$ cat src/rita_pkg.sv
// Shared types, constants and helpers for the radix integer-to-ASCII converter.
package rita_pkg;

    localparam logic [6:0] CHAR_ZERO    = 7'd48;
    localparam logic [6:0] CHAR_UPPER_A = 7'd65;
    localparam logic [6:0] CHAR_LOWER_A = 7'd97;
    localparam logic [3:0] DIGIT_TEN    = 4'd10;
    localparam logic [4:0] RADIX_MIN    = 5'd2;
    localparam logic [4:0] RADIX_MAX    = 5'd16;

    // Dividend bits retired per cycle by the long-division chain.
    localparam int DIV_BITS_PER_CYCLE = 8;

    typedef enum logic [1:0] {
        ST_IDLE,
        ST_DIV,
        ST_READ,
        ST_SHOW
    } back_state_t;

    // Classification of one word, produced by the front end.
    typedef struct packed {
        logic [4:0] radix;
        logic       pow2;
        logic [2:0] shift;
        logic       upper;
    } rita_class_t;

    function automatic logic [6:0] ascii_of(input logic [3:0] digit, input logic upper);
        logic [6:0] base;
        base = upper ? CHAR_UPPER_A : CHAR_LOWER_A;
        if (digit >= DIGIT_TEN) begin
            return base + {3'd0, digit} - {3'd0, DIGIT_TEN};
        end
        return CHAR_ZERO + {3'd0, digit};
    endfunction

endpackage

$ cat src/radix_integer_to_ascii.sv
// Top level of the radix integer-to-ASCII converter.
//
// Input words (s_value, s_radix, s_uppercase) arrive on a valid/ready channel.
// The radix is clamped into 2..16. Each word produces its digits, most
// significant first, on the m_ channel, one ASCII character per digit, with
// m_last_digit high on the final one. A zero value gives a single '0'.
// A two-entry queue sits behind the front end, so up to two words are taken
// while the engine is still busy or the receiver stalls.
// Per word the engine loads the value, then produces one digit at a time:
// radix 2, 4, 8 or 16 peel each digit with a shift, other radices run the
// long-division chain that retires 8 bits per cycle over the whole value.
// Each character is then read from the digit buffer and held on the
// output until the receiver takes it with m_ready high.
// Worst case for a 64-bit value: 41 digits in base 3, 64 digits in base 2.
// A stalled receiver simply holds the current character; nothing is lost.
// Reset (aresetn low, synchronous) empties the queue and aborts any word
// in progress.
module radix_integer_to_ascii
    import rita_pkg::*;
#(
    parameter int VALUE_WIDTH = 64
) (
    input  logic        aclk,
    input  logic        aresetn,
    input  logic        s_valid,
    output logic        s_ready,
    input  logic [63:0] s_value,
    input  logic [4:0]  s_radix,
    input  logic        s_uppercase,
    output logic        m_valid,
    input  logic        m_ready,
    output logic [6:0]  m_digit_char,
    output logic        m_last_digit
);

    localparam int CLS_W  = $bits(rita_class_t);
    localparam int DATA_W = VALUE_WIDTH + CLS_W;

    logic                   push_valid;
    logic                   push_ready;
    logic [VALUE_WIDTH-1:0] push_value;
    rita_class_t            push_class;
    logic                   q_valid;
    logic                   q_ready;
    logic [DATA_W-1:0]      q_data;
    rita_class_t            q_class;

    rita_front #(
        .VALUE_WIDTH(VALUE_WIDTH)
    ) u_front (
        .s_valid    (s_valid),
        .s_ready    (s_ready),
        .s_value    (s_value),
        .s_radix    (s_radix),
        .s_uppercase(s_uppercase),
        .push_valid (push_valid),
        .push_ready (push_ready),
        .push_value (push_value),
        .push_class (push_class)
    );

    rita_queue #(
        .DATA_W(DATA_W)
    ) u_queue (
        .aclk     (aclk),
        .aresetn  (aresetn),
        .in_valid (push_valid),
        .in_ready (push_ready),
        .in_data  ({push_value, push_class}),
        .out_valid(q_valid),
        .out_ready(q_ready),
        .out_data (q_data)
    );

    assign q_class = rita_class_t'(q_data[CLS_W-1:0]);

    rita_back #(
        .VALUE_WIDTH(VALUE_WIDTH)
    ) u_back (
        .aclk        (aclk),
        .aresetn     (aresetn),
        .q_valid     (q_valid),
        .q_ready     (q_ready),
        .q_value     (q_data[DATA_W-1:CLS_W]),
        .q_class     (q_class),
        .m_valid     (m_valid),
        .m_ready     (m_ready),
        .m_digit_char(m_digit_char),
        .m_last_digit(m_last_digit)
    );

endmodule

$ cat src/rita_front.sv
// Front end: takes input words, clamps the radix and classifies it for the back end.
module rita_front
    import rita_pkg::*;
#(
    parameter int VALUE_WIDTH = 64
) (
    input  logic                   s_valid,
    output logic                   s_ready,
    input  logic [63:0]            s_value,
    input  logic [4:0]             s_radix,
    input  logic                   s_uppercase,
    output logic                   push_valid,
    input  logic                   push_ready,
    output logic [VALUE_WIDTH-1:0] push_value,
    output rita_class_t            push_class
);

    logic [4:0] radix_clamped;

    always_comb begin
        priority if (s_radix < RADIX_MIN) begin
            radix_clamped = RADIX_MIN;
        end else if (s_radix > RADIX_MAX) begin
            radix_clamped = RADIX_MAX;
        end else begin
            radix_clamped = s_radix;
        end
    end

    // Power-of-two radices skip the divider and peel digits with a shift.
    always_comb begin
        push_class.radix = radix_clamped;
        push_class.upper = s_uppercase;
        unique case (radix_clamped)
            5'd2: begin
                push_class.pow2  = 1'b1;
                push_class.shift = 3'd1;
            end
            5'd4: begin
                push_class.pow2  = 1'b1;
                push_class.shift = 3'd2;
            end
            5'd8: begin
                push_class.pow2  = 1'b1;
                push_class.shift = 3'd3;
            end
            5'd16: begin
                push_class.pow2  = 1'b1;
                push_class.shift = 3'd4;
            end
            default: begin
                push_class.pow2  = 1'b0;
                push_class.shift = 3'd0;
            end
        endcase
    end

    assign push_value = s_value[VALUE_WIDTH-1:0];
    assign push_valid = s_valid;
    assign s_ready    = push_ready;

endmodule

$ cat src/rita_queue.sv
// Two-entry queue between the front end and the conversion engine.
module rita_queue
    import rita_pkg::*;
#(
    parameter int DATA_W = 74
) (
    input  logic              aclk,
    input  logic              aresetn,
    input  logic              in_valid,
    output logic              in_ready,
    input  logic [DATA_W-1:0] in_data,
    output logic              out_valid,
    input  logic              out_ready,
    output logic [DATA_W-1:0] out_data
);

    logic [DATA_W-1:0] entry_reg [2];
    logic              wr_ptr_reg;
    logic              rd_ptr_reg;
    logic [1:0]        count_reg;
    logic [1:0]        count_next;
    logic              push;
    logic              pop;

    assign in_ready  = (count_reg != 2'd2);
    assign out_valid = (count_reg != 2'd0);
    assign out_data  = entry_reg[rd_ptr_reg];
    assign push      = in_valid && in_ready;
    assign pop       = out_valid && out_ready;

    always_comb begin
        count_next = count_reg;
        if (push && !pop) begin
            count_next = count_reg + 2'd1;
        end else if (pop && !push) begin
            count_next = count_reg - 2'd1;
        end
    end

    always_ff @(posedge aclk) begin
        if (!aresetn) begin
            wr_ptr_reg <= 1'b0;
            rd_ptr_reg <= 1'b0;
            count_reg  <= 2'd0;
        end else begin
            if (push) begin
                wr_ptr_reg <= ~wr_ptr_reg;
            end
            if (pop) begin
                rd_ptr_reg <= ~rd_ptr_reg;
            end
            count_reg <= count_next;
        end
    end

    always_ff @(posedge aclk) begin
        if (push) begin
            entry_reg[wr_ptr_reg] <= in_data;
        end
    end

endmodule

$ cat src/rita_back.sv
// Conversion engine: divides out the digits into a buffer, then sends them most significant first.
module rita_back
    import rita_pkg::*;
#(
    parameter int VALUE_WIDTH = 64
) (
    input  logic                   aclk,
    input  logic                   aresetn,
    input  logic                   q_valid,
    output logic                   q_ready,
    input  logic [VALUE_WIDTH-1:0] q_value,
    input  rita_class_t            q_class,
    output logic                   m_valid,
    input  logic                   m_ready,
    output logic [6:0]             m_digit_char,
    output logic                   m_last_digit
);

    localparam int NUM_STEPS = (VALUE_WIDTH + DIV_BITS_PER_CYCLE - 1) / DIV_BITS_PER_CYCLE;
    localparam int DIV_W     = NUM_STEPS * DIV_BITS_PER_CYCLE;
    localparam int STEP_W    = (NUM_STEPS > 1) ? $clog2(NUM_STEPS) : 1;
    localparam int ADDR_W    = $clog2(VALUE_WIDTH);
    localparam int CNT_W     = $clog2(VALUE_WIDTH + 1);

    back_state_t       state_reg;
    back_state_t       state_next;
    rita_class_t       cls_reg;
    logic [DIV_W-1:0]  quot_reg;
    logic [3:0]        rem_reg;
    logic [STEP_W-1:0] step_reg;
    logic [CNT_W-1:0]  cnt_reg;
    logic [ADDR_W-1:0] idx_reg;
    logic [3:0]        rd_data_reg;
    logic [3:0]        digit_mem [VALUE_WIDTH];

    logic [DIV_W-1:0]  div_quot;
    logic [3:0]        div_rem;
    logic [DIV_W-1:0]  pw_quot;
    logic [3:0]        pw_digit;
    logic [DIV_W-1:0]  new_quot;
    logic [3:0]        new_digit;
    logic              digit_done;
    logic              quot_zero;

    // Restoring division, several dividend bits per cycle. The partial
    // remainder stays below the radix, so it fits in four bits.
    always_comb begin
        logic [3:0]       r;
        logic [4:0]       t;
        logic [DIV_W-1:0] w;
        r = rem_reg;
        w = quot_reg;
        for (int i = 0; i < DIV_BITS_PER_CYCLE; i++) begin
            t = {r, w[DIV_W-1]};
            w = {w[DIV_W-2:0], 1'b0};
            if (t >= cls_reg.radix) begin
                t    = t - cls_reg.radix;
                r    = t[3:0];
                w[0] = 1'b1;
            end else begin
                r = t[3:0];
            end
        end
        div_quot = w;
        div_rem  = r;
    end

    assign pw_quot    = quot_reg >> cls_reg.shift;
    assign pw_digit   = quot_reg[3:0] & (cls_reg.radix[3:0] - 4'd1);
    assign new_quot   = cls_reg.pow2 ? pw_quot : div_quot;
    assign new_digit  = cls_reg.pow2 ? pw_digit : div_rem;
    assign digit_done = (state_reg == ST_DIV)
                        && (cls_reg.pow2 || (step_reg == STEP_W'(NUM_STEPS - 1)));
    assign quot_zero  = (new_quot == '0);

    always_comb begin
        state_next = state_reg;
        unique case (state_reg)
            ST_IDLE: begin
                if (q_valid) begin
                    state_next = ST_DIV;
                end
            end
            ST_DIV: begin
                if (digit_done && quot_zero) begin
                    state_next = ST_READ;
                end
            end
            ST_READ: begin
                state_next = ST_SHOW;
            end
            ST_SHOW: begin
                if (m_ready) begin
                    state_next = (idx_reg == '0) ? ST_IDLE : ST_READ;
                end
            end
            default: begin
                state_next = ST_IDLE;
            end
        endcase
    end

    always_comb begin
        q_ready      = (state_reg == ST_IDLE);
        m_valid      = (state_reg == ST_SHOW);
        m_last_digit = (idx_reg == '0);
        m_digit_char = ascii_of(rd_data_reg, cls_reg.upper);
    end

    always_ff @(posedge aclk) begin
        if (!aresetn) begin
            state_reg <= ST_IDLE;
            step_reg  <= '0;
            cnt_reg   <= '0;
            idx_reg   <= '0;
        end else begin
            state_reg <= state_next;
            unique case (state_reg)
                ST_IDLE: begin
                    if (q_valid) begin
                        step_reg <= '0;
                        cnt_reg  <= '0;
                    end
                end
                ST_DIV: begin
                    if (digit_done) begin
                        step_reg <= '0;
                        cnt_reg  <= cnt_reg + CNT_W'(1);
                        if (quot_zero) begin
                            idx_reg <= cnt_reg[ADDR_W-1:0];
                        end
                    end else begin
                        step_reg <= step_reg + STEP_W'(1);
                    end
                end
                ST_SHOW: begin
                    if (m_ready && (idx_reg != '0)) begin
                        idx_reg <= idx_reg - ADDR_W'(1);
                    end
                end
                default: begin
                end
            endcase
        end
    end

    always_ff @(posedge aclk) begin
        if ((state_reg == ST_IDLE) && q_valid) begin
            quot_reg <= DIV_W'(q_value);
            cls_reg  <= q_class;
            rem_reg  <= 4'd0;
        end else if (state_reg == ST_DIV) begin
            if (digit_done) begin
                quot_reg <= new_quot;
                rem_reg  <= 4'd0;
            end else begin
                quot_reg <= div_quot;
                rem_reg  <= div_rem;
            end
        end
    end

    always_ff @(posedge aclk) begin
        if (digit_done) begin
            digit_mem[cnt_reg[ADDR_W-1:0]] <= new_digit;
        end
    end

    always_ff @(posedge aclk) begin
        rd_data_reg <= digit_mem[idx_reg];
    end

endmodule
$ cat config.mk
export PLATFORM = sky130hd
export DESIGN_NAME = radix_integer_to_ascii
export DESIGN_NICKNAME = d
export VERILOG_FILES = /design/src/rita_pkg.sv /design/src/radix_integer_to_ascii.sv /design/src/rita_front.sv /design/src/rita_queue.sv /design/src/rita_back.sv
export SDC_FILE = /design/constraint.sdc
export NUM_CORES = 1
export LEC_CHECK = 0
export BUFFER_PORTS_ARGS = -buffer_cell sky130_fd_sc_hd__buf_2
export CORE_ASPECT_RATIO = 1.4
export CORE_MARGIN = 3
export CORE_UTILIZATION = 63
export CTS_CLUSTER_SIZE = 25
export DETAILED_ROUTE_END_ITERATION = 12
export GPL_TIMING_DRIVEN = 0
export PLACE_DENSITY = 0.81
export SYNTH_ARGS = -nofsm -noshare
export SYNTH_HDL_FRONTEND = slang
export SYNTH_SLANG_ARGS = --single-unit
export TNS_END_PERCENT = 20
$ cat constraint.sdc
create_clock -name aclk -period 16.65 [get_ports aclk]
set_input_delay 0.8325 -clock aclk [delete_from_list [all_inputs] [get_ports aclk]]
set_output_delay 0.8325 -clock aclk [all_outputs]
set_load 0.02 [all_outputs]
==> results of run 1 <==
[per-stage QoR]
stage,cell area [um2],cells,setup WS [ns]
after detailed placement,26500,2392,2.43
after CTS,28100,2475,2.36
after floorplan,25200,1774,2.67
after global routing,28100,2475,1.26
after global placement,26300,2384,-2.01
final,28100,2479,2.22
[placed cells by master (no fill, tap or decap), types with 10 or more instances in the layout]
cell                        Yosys  final
sky130_fd_sc_hd__nand4_1       21     21
sky130_fd_sc_hd__o221ai_1      55     55
sky130_fd_sc_hd__ha_1          49     49
sky130_fd_sc_hd__a31oi_1       32     32
sky130_fd_sc_hd__o21ai_0       36     34
sky130_fd_sc_hd__nor4_1        10     10
sky130_fd_sc_hd__inv_1         37     36
sky130_fd_sc_hd__nor2_1       109    108
sky130_fd_sc_hd__nor2b_1       49     49
sky130_fd_sc_hd__edfxtp_1     478    478
sky130_fd_sc_hd__dfxtp_1       30     30
sky130_fd_sc_hd__a21oi_1       43     42
sky130_fd_sc_hd__nand2b_1      14     14
sky130_fd_sc_hd__mux2i_1      161    161
sky130_fd_sc_hd__mux2_2        26     26
sky130_fd_sc_hd__nor3_1        18     18
sky130_fd_sc_hd__a21o_1        10     10
sky130_fd_sc_hd__and2_1        13     13
sky130_fd_sc_hd__xnor2_1       17     17
sky130_fd_sc_hd__nand2_1      129    129
sky130_fd_sc_hd__clkbuf_1      67     74
sky130_fd_sc_hd__clkinv_1       2     10
sky130_fd_sc_hd__buf_1         14     14
sky130_fd_sc_hd__a22oi_1       75     75
sky130_fd_sc_hd__buf_2         20    102
sky130_fd_sc_hd__clkbuf_16      0     47
sky130_fd_sc_hd__nand3_1       23     23
sky130_fd_sc_hd__mux4_2       101    101
[synthesized netlist by cell type, types with 26 or more instances]
master / count / area [um2]
sky130_fd_sc_hd__mux2_2: 26 / 293
sky130_fd_sc_hd__mux4_2: 101 / 2270
sky130_fd_sc_hd__a31oi_1: 32 / 200
sky130_fd_sc_hd__o21ai_0: 36 / 180
sky130_fd_sc_hd__mux2i_1: 161 / 1610
sky130_fd_sc_hd__clkbuf_1: 67 / 251
sky130_fd_sc_hd__nor2b_1: 49 / 307
sky130_fd_sc_hd__ha_1: 49 / 613
sky130_fd_sc_hd__edfxtp_1: 478 / 14400
sky130_fd_sc_hd__inv_1: 37 / 139
sky130_fd_sc_hd__nor2_1: 109 / 409
sky130_fd_sc_hd__a22oi_1: 75 / 563
sky130_fd_sc_hd__dfxtp_1: 30 / 601
sky130_fd_sc_hd__o221ai_1: 55 / 482
sky130_fd_sc_hd__a21oi_1: 43 / 215
sky130_fd_sc_hd__nand2_1: 129 / 484
[cell type report]
| type | instances | share of cell area [%] |
|---|---|---|
| Clock inverter | 28 | 1.23 |
| Antenna cell | 4 | 0.0356 |
| Buffer | 111 | 1.79 |
| Multi-Input combinational cell | 1115 | 34.4 |
| Timing Repair Buffer | 90 | 2.08 |
| Inverter | 40 | 0.534 |
| Sequential cell | 508 | 53.2 |
| Tap cell | 528 | 2.35 |
| Clock buffer | 55 | 4.33 |
[worst min path at each step]
stage	end	slack [ns]	cells past startpoint
3_5_place_dp	u_back.rem_reg[3]	0.49	2
2_1_floorplan	u_back.rem_reg[3]	0.43	2
6_report	u_queue.entry_reg[0][22]	0.43	1
3_3_place_gp	u_back.rem_reg[3]	0.46	2
5_1_grt	u_queue.entry_reg[1][65]	0.41	1
4_1_cts	u_queue.entry_reg[0][22]	0.41	1
[cells by family (layout without fill, tap and decap cells)]
family,Yosys count,count (layout)
xor gates and xnor gates,25,25
DFF,508,508
other,0,4
and+or+nand+nor,417,417
buffers and inverters,151,324
AOI/OAI and AO/OA,323,323
adders and majority gates,59,59
muxes,291,291
[metal layers]
metal	up-vias	track usage [%]
met5	-	0
met4	6	22.1
met2	1221	60.9
li1	7343	-
met1	8652	41.0
met3	397	7.28
[critical path: cells and delay by family (launching register included)]
kind            cells  cell delay [ns]
compound gates     19             7.38
buf+inv             4             1.12
simple gates        6             0.46
flops               1             0.54
fa+ha+maj           8             2.57
mux                 5             2.09
==> impl_metrics.csv, run 1 <==
group,metric,value,unit
status,outcome,"complete, no violations",
yosys,syn-instance-count,1774,
yosys,ys_seq_area_share,59.3,%
cts,clk_latency,0.59,ns
final_layout,num-nets-final,2043,
floorplan,fp.coreArea,0.0395,mm2
cts,post_cts_resize_count,0,
grt,number_of_antenna_violations_at_the_first_check_in_global_routing,8,
flow_run,cap_violations,0,
cts,root_buffer,"sky130_fd_sc_hd__clkbuf_16",
timing,maxClockFrequency,69.3,MHz
placed_design,detailedPlacementHpwl,52900,um
routing,wl_per_cell,30.6,um
yosys,ys.flop_type,"sky130_fd_sc_hd__edfxtp_1",
floorplan,dieHeight,243,um
timing,slew_viol_final,0,
cts,cts_tree,"built",
critical_path,crit-reg2reg-capture,"u_back.digit_mem[32][1]",
yosys,synthDistinctLibCells,76,
critical_path,kind_of_end_point_of_the_critical_path,"register",
hold_path,min_path_type,"input pin to register",
floorplan,dieArea,0.0425,mm2
routing,residual_antenna_violating_net_count_after_detailed_routing,0,
final_layout,area.growth.synth_to_final,11.4,%
routing,post-route-drc-count,0,
timing,setup_violations,0,
timing,layout_min_cycle_time,14.43,ns
critical_path,cp.arrival,14.82,ns
grt,grt_pass1_wl,112000,um
grt,gr-usage-all-layers,35.6,%
yosys,ys_async_sr_fraction,0,%
timing,whs,0.429,ns
critical_path,path_common_cell,"sky130_fd_sc_hd__ha_1",
routing,firstDrtPassIters,7,
yosys,post_synth_and_or_nand_nor_area_fraction,7.99,%
cts,worst_setup_hold_path_clk_slew,0.07,ns
critical_path,worstPathMaxFanout,40,
cts,cts_buffer_depth,3,
routing,drt_first_iter_violations,2398,
cts,cts-buffers-inserted,46,
grt,grt-ovfl-total,0,
placed_design,gpl.final_weighted_congestion,1.01,
hold_path,worst_hold_startpoint,"s_value[12]",
timing,hold_viol,0,
routing,vias,17619,
cts,clock_sink_count,508,
yosys,synth_enable_flop_cells,478,
critical_path,reg2reg_from,"u_back.cls_reg[6]",
routing,met2RoutedLength,38300,um
timing,finalCritPeriodShare,86.7,%
placed_design,port-buffer-count,82,
yosys,syn-mean-instance-area,14.2,um2
floorplan,floorplan.rows,86,
cts,cts-hold-fix-buffers,0,
final_layout,drive_gt1_share,17.3,%
final_layout,largest_register_ff_count,256,
yosys,dominant_combinational_cell_family_by_area_after_synthesis,"multiplexers",
timing,tightestPinTransition,1.42,ns
final_layout,multi_input_area,0.00967,mm2
timing,clock_skew,0.0281,ns
routing,wl_met1,24700,um
routing,avgViaCountPerCell,7.11,
yosys,compound_gate_fraction_of_synth_area,9.21,%
critical_path,cp-endpoint,"u_back.digit_mem[32][1]",
grt,first_global_vias,18127,
routing,dr_wl_met3,7020,um
critical_path,crit_start,"u_back.cls_reg[6]",
yosys,synth-adder-area-share,3.15,%
routing,totalWireLength,75900,um
critical_path,crit_slowest_cell,"sky130_fd_sc_hd__o31ai_1",
final_layout,final_layout_fill_cell_count,2614,
yosys,synth-warning-count,0,
critical_path,crit_path_max_incr_delay,0.93,ns
cts,post_cts.repair.setup_buffers,0,
final_layout,post-route-util,71.1,%
floorplan,pin_count,84,
critical_path,regToRegSetupSlack,2.22,ns
critical_path,cp.required,17.04,ns
floorplan,starting_density,63.8,%
timing,totalNegativeSetupSlack,0,ns
final_layout,seq_area,0.0150,mm2
floorplan,x_dimension_of_the_die,175,um
yosys,synth-xor-area-share,0.868,%
yosys,synth-seq-cells,508,
critical_path,worst_reg2reg_path_depth,42,
cts,ctsHtreeMaxLevel,2,
yosys,synth_mux_area_share,16.9,%
grt,pin_count_of_the_biggest_net_entering_global_routing,51,
critical_path,setup.worst_path.class,"register to register",
yosys,synth_area,0.0252,mm2
timing,worst_slew_margin_rel,4.48,%
yosys,net_count_after_synthesis,1905,
routing,maxUsedRoutingLayer,"met5",
timing,rsz_0062_raised_after_global_routing,"false",
critical_path,worstSetupStartpointType,"register",
Power of run 1 is left out: the tool's default activity adds up to more than one toggle a clock period on the data nets, which glitch-free logic cannot reach.
==> inputs of run 2 (changes only) <==
CORE_UTILIZATION = 40   (was 63)
PLACE_DENSITY = unset   (was 0.81)
clock period = 14.41 ns   (was 16.65 ns; I/O delays follow)
==> run 2 against run 1 <==
Against the previous run: the run now ends with capacitance limit left; die area up 56%; register-to-register slack worse by 1.5 ns; clock skew barely moved; first-iteration DRC count shrank 39%; wire length up 5.9%; utilization shrank 25 points; global-route usage is 11 points lower.
==> impl_metrics.csv, run 2 (same netlist as run 1, synthesis figures left out) <==
group,metric,value,unit
routing,residual_antenna_violating_net_count_after_detailed_routing,0,
final_layout,fin_cells,2788,
cts,cts_buffer_depth,3,
placed_design,pre_cts_ws,-1.05,ns
status,violations,"capacitance limit",
timing,worst_slew_margin_rel,0.869,%
critical_path,worstSetupStartpointType,"register",
floorplan,floorplan.rows,108,
cts,root_buffer,"sky130_fd_sc_hd__clkbuf_16",
cts,worst_setup_hold_path_clk_slew,0.07,ns
timing,finalCritPeriodShare,94.8,%
critical_path,critPathTopFamily,"compound AO/OA/AOI/OAI gates",
cts,cts_tree,"built",
critical_path,crit_slowest_cell,"sky130_fd_sc_hd__a2111oi_4",
cts,cts-buffers-inserted,49,
floorplan,dieHeight,303,um
cts,clock_sink_count,508,
final_layout,num-nets-final,2053,
critical_path,worstPathMaxFanout,9,
placed_design,gpl.final_weighted_congestion,0.994,
critical_path,crit_path_max_incr_delay,0.70,ns
grt,pin_count_of_the_biggest_net_entering_global_routing,65,
floorplan,x_dimension_of_the_die,218,um
timing,rsz_0062_raised_after_global_routing,"false",
grt,first_global_vias,17423,
final_layout,most-common-layout-cells,"478 x sky130_fd_sc_hd__edfxtp_1, 161 x sky130_fd_sc_hd__mux2i_1, 129 x sky130_fd_sc_hd__nand2_1, 108 x sky130_fd_sc_hd__nor2_1, 102 x sky130_fd_sc_hd__buf_2",
grt,grt-ovfl-total,0,
timing,clock_skew,0.0284,ns
timing,setup_slack,0.743,ns
placed_design,dpl.cell_count,2688,
critical_path,cp.required,14.91,ns
grt,number_of_antenna_violations_at_the_first_check_in_global_routing,2,
status,outcome,"finished, violations left",
grt,grt_pass1_wl,116000,um
cts,clk_latency,0.61,ns
routing,drt_first_iter_violations,1453,
routing,avgViaCountPerCell,5.99,
timing,setup_violations,0,
routing,wl_per_cell,28.8,um
routing,post-route-drc-count,0,
timing,hold_viol,0,
timing,layout_min_cycle_time,13.67,ns
final_layout,final_common_cell,"sky130_fd_sc_hd__edfxtp_1",
timing,tightestPinTransition,1.48,ns
placed_design,port-buffer-count,82,
timing,maxClockFrequency,73.2,MHz
critical_path,kind_of_end_point_of_the_critical_path,"register",
floorplan,starting_density,40.6,%
final_layout,largest_register_ff_count,256,
final_layout,area.growth.synth_to_final,13.7,%
critical_path,cp_num_buf_inv,3,
grt,gr-usage-all-layers,24.2,%
critical_path,setup.worst_path.class,"register to register",
floorplan,dieArea,0.0661,mm2
hold_path,min_path_type,"input pin to register",
flow_run,cap_violations,1,
timing,totalNegativeSetupSlack,0,ns
floorplan,pin_count,84,
floorplan,fp.coreArea,0.0622,mm2
cts,ctsHtreeMaxLevel,2,
critical_path,path_common_cell,"sky130_fd_sc_hd__ha_1",
routing,vias,16697,
final_layout,drive_gt1_share,18.5,%
critical_path,cp.arrival,14.16,ns
timing,slew_viol_final,0,
routing,firstDrtPassIters,6,
routing,totalWireLength,80300,um
placed_design,detailedPlacementHpwl,59400,um
==> run 2: cell count changes in the layout (fill, tap and decap cells not counted), sizes merged <==
| cell | change |
|---|---|
| inv | +1 |
| clkbuf | +2 |
| buf | +6 |
| clkinvlp | +2 |
| bufinv | +1 |
| diode | -3 |
| o21ai | +1 |
| clkinv | +2 |
==> run 2: area by class of cell <==
class	count	area (um2)
Clock inverter	34	394
Tap cell	825	1030
Buffer	111	503
Sequential cell	508	15000
Multi-Input combinational cell	1116	9720
Timing Repair Buffer	96	611
Inverter	40	156
Clock buffer	57	1300
Fill cell	5517	33500
Antenna cell	1	2.50
==> run 2: what timing repair did <==
item,CTS,global route
pin swaps,1,1
resized for setup,5,3
setup endpoints to repair,268,264
hold buffers,0,0
buffers inserted,0,7
cloned,1,0
==> run 2: worst reg2reg max path, delay by kind of cell, from the launching register on <==
| family | cells | cell delay [ns] |
|---|---|---|
| DFF | 1 | 0.50 |
| muxes | 3 | 1.25 |
| adders and majority gates | 8 | 2.59 |
| and+or+nand+nor | 9 | 1.29 |
| AOI/OAI and AO/OA | 22 | 7.37 |
| buffers and inverters | 3 | 0.54 |
==> run 2: per-layer routing <==
layer	vias up	GRT usage (%)	routed length, um
met5	-	0	25
met4	4	16.2	6380
met3	288	3.65	4030
met2	705	44.5	42000
met1	8335	25.4	27900
li1	7365	-	-
==> run 2: final timing paths <==
check / startpoint / endpoint / slack [ns] / cells past startpoint
setup / recovery: u_back.cls_reg[7] / u_back.idx_reg[5] / 0.74 / 45
hold / removal: s_value[35] / u_queue.entry_reg[1][45] / 0.29 / 1
setup reg to reg: u_back.cls_reg[7] / u_back.idx_reg[5] / 0.74 / 45
hold reg to reg: u_back.rem_reg[3] / u_back.rem_reg[3] / 0.47 / 2
==> run 2: per-stage QoR <==
stage / hold WS (ns) / area [um2] / util (%)
floorplan: 0.432 / 25200 / -
global placement: 0.460 / 26700 / 42.9
detailed placement: 0.463 / 26900 / 43.2
CTS: 0.254 / 28600 / 46.0
global route: 0.275 / 28700 / 46.1
finish: 0.291 / 28700 / 46.1
Power of run 2 is left out for the same reason.
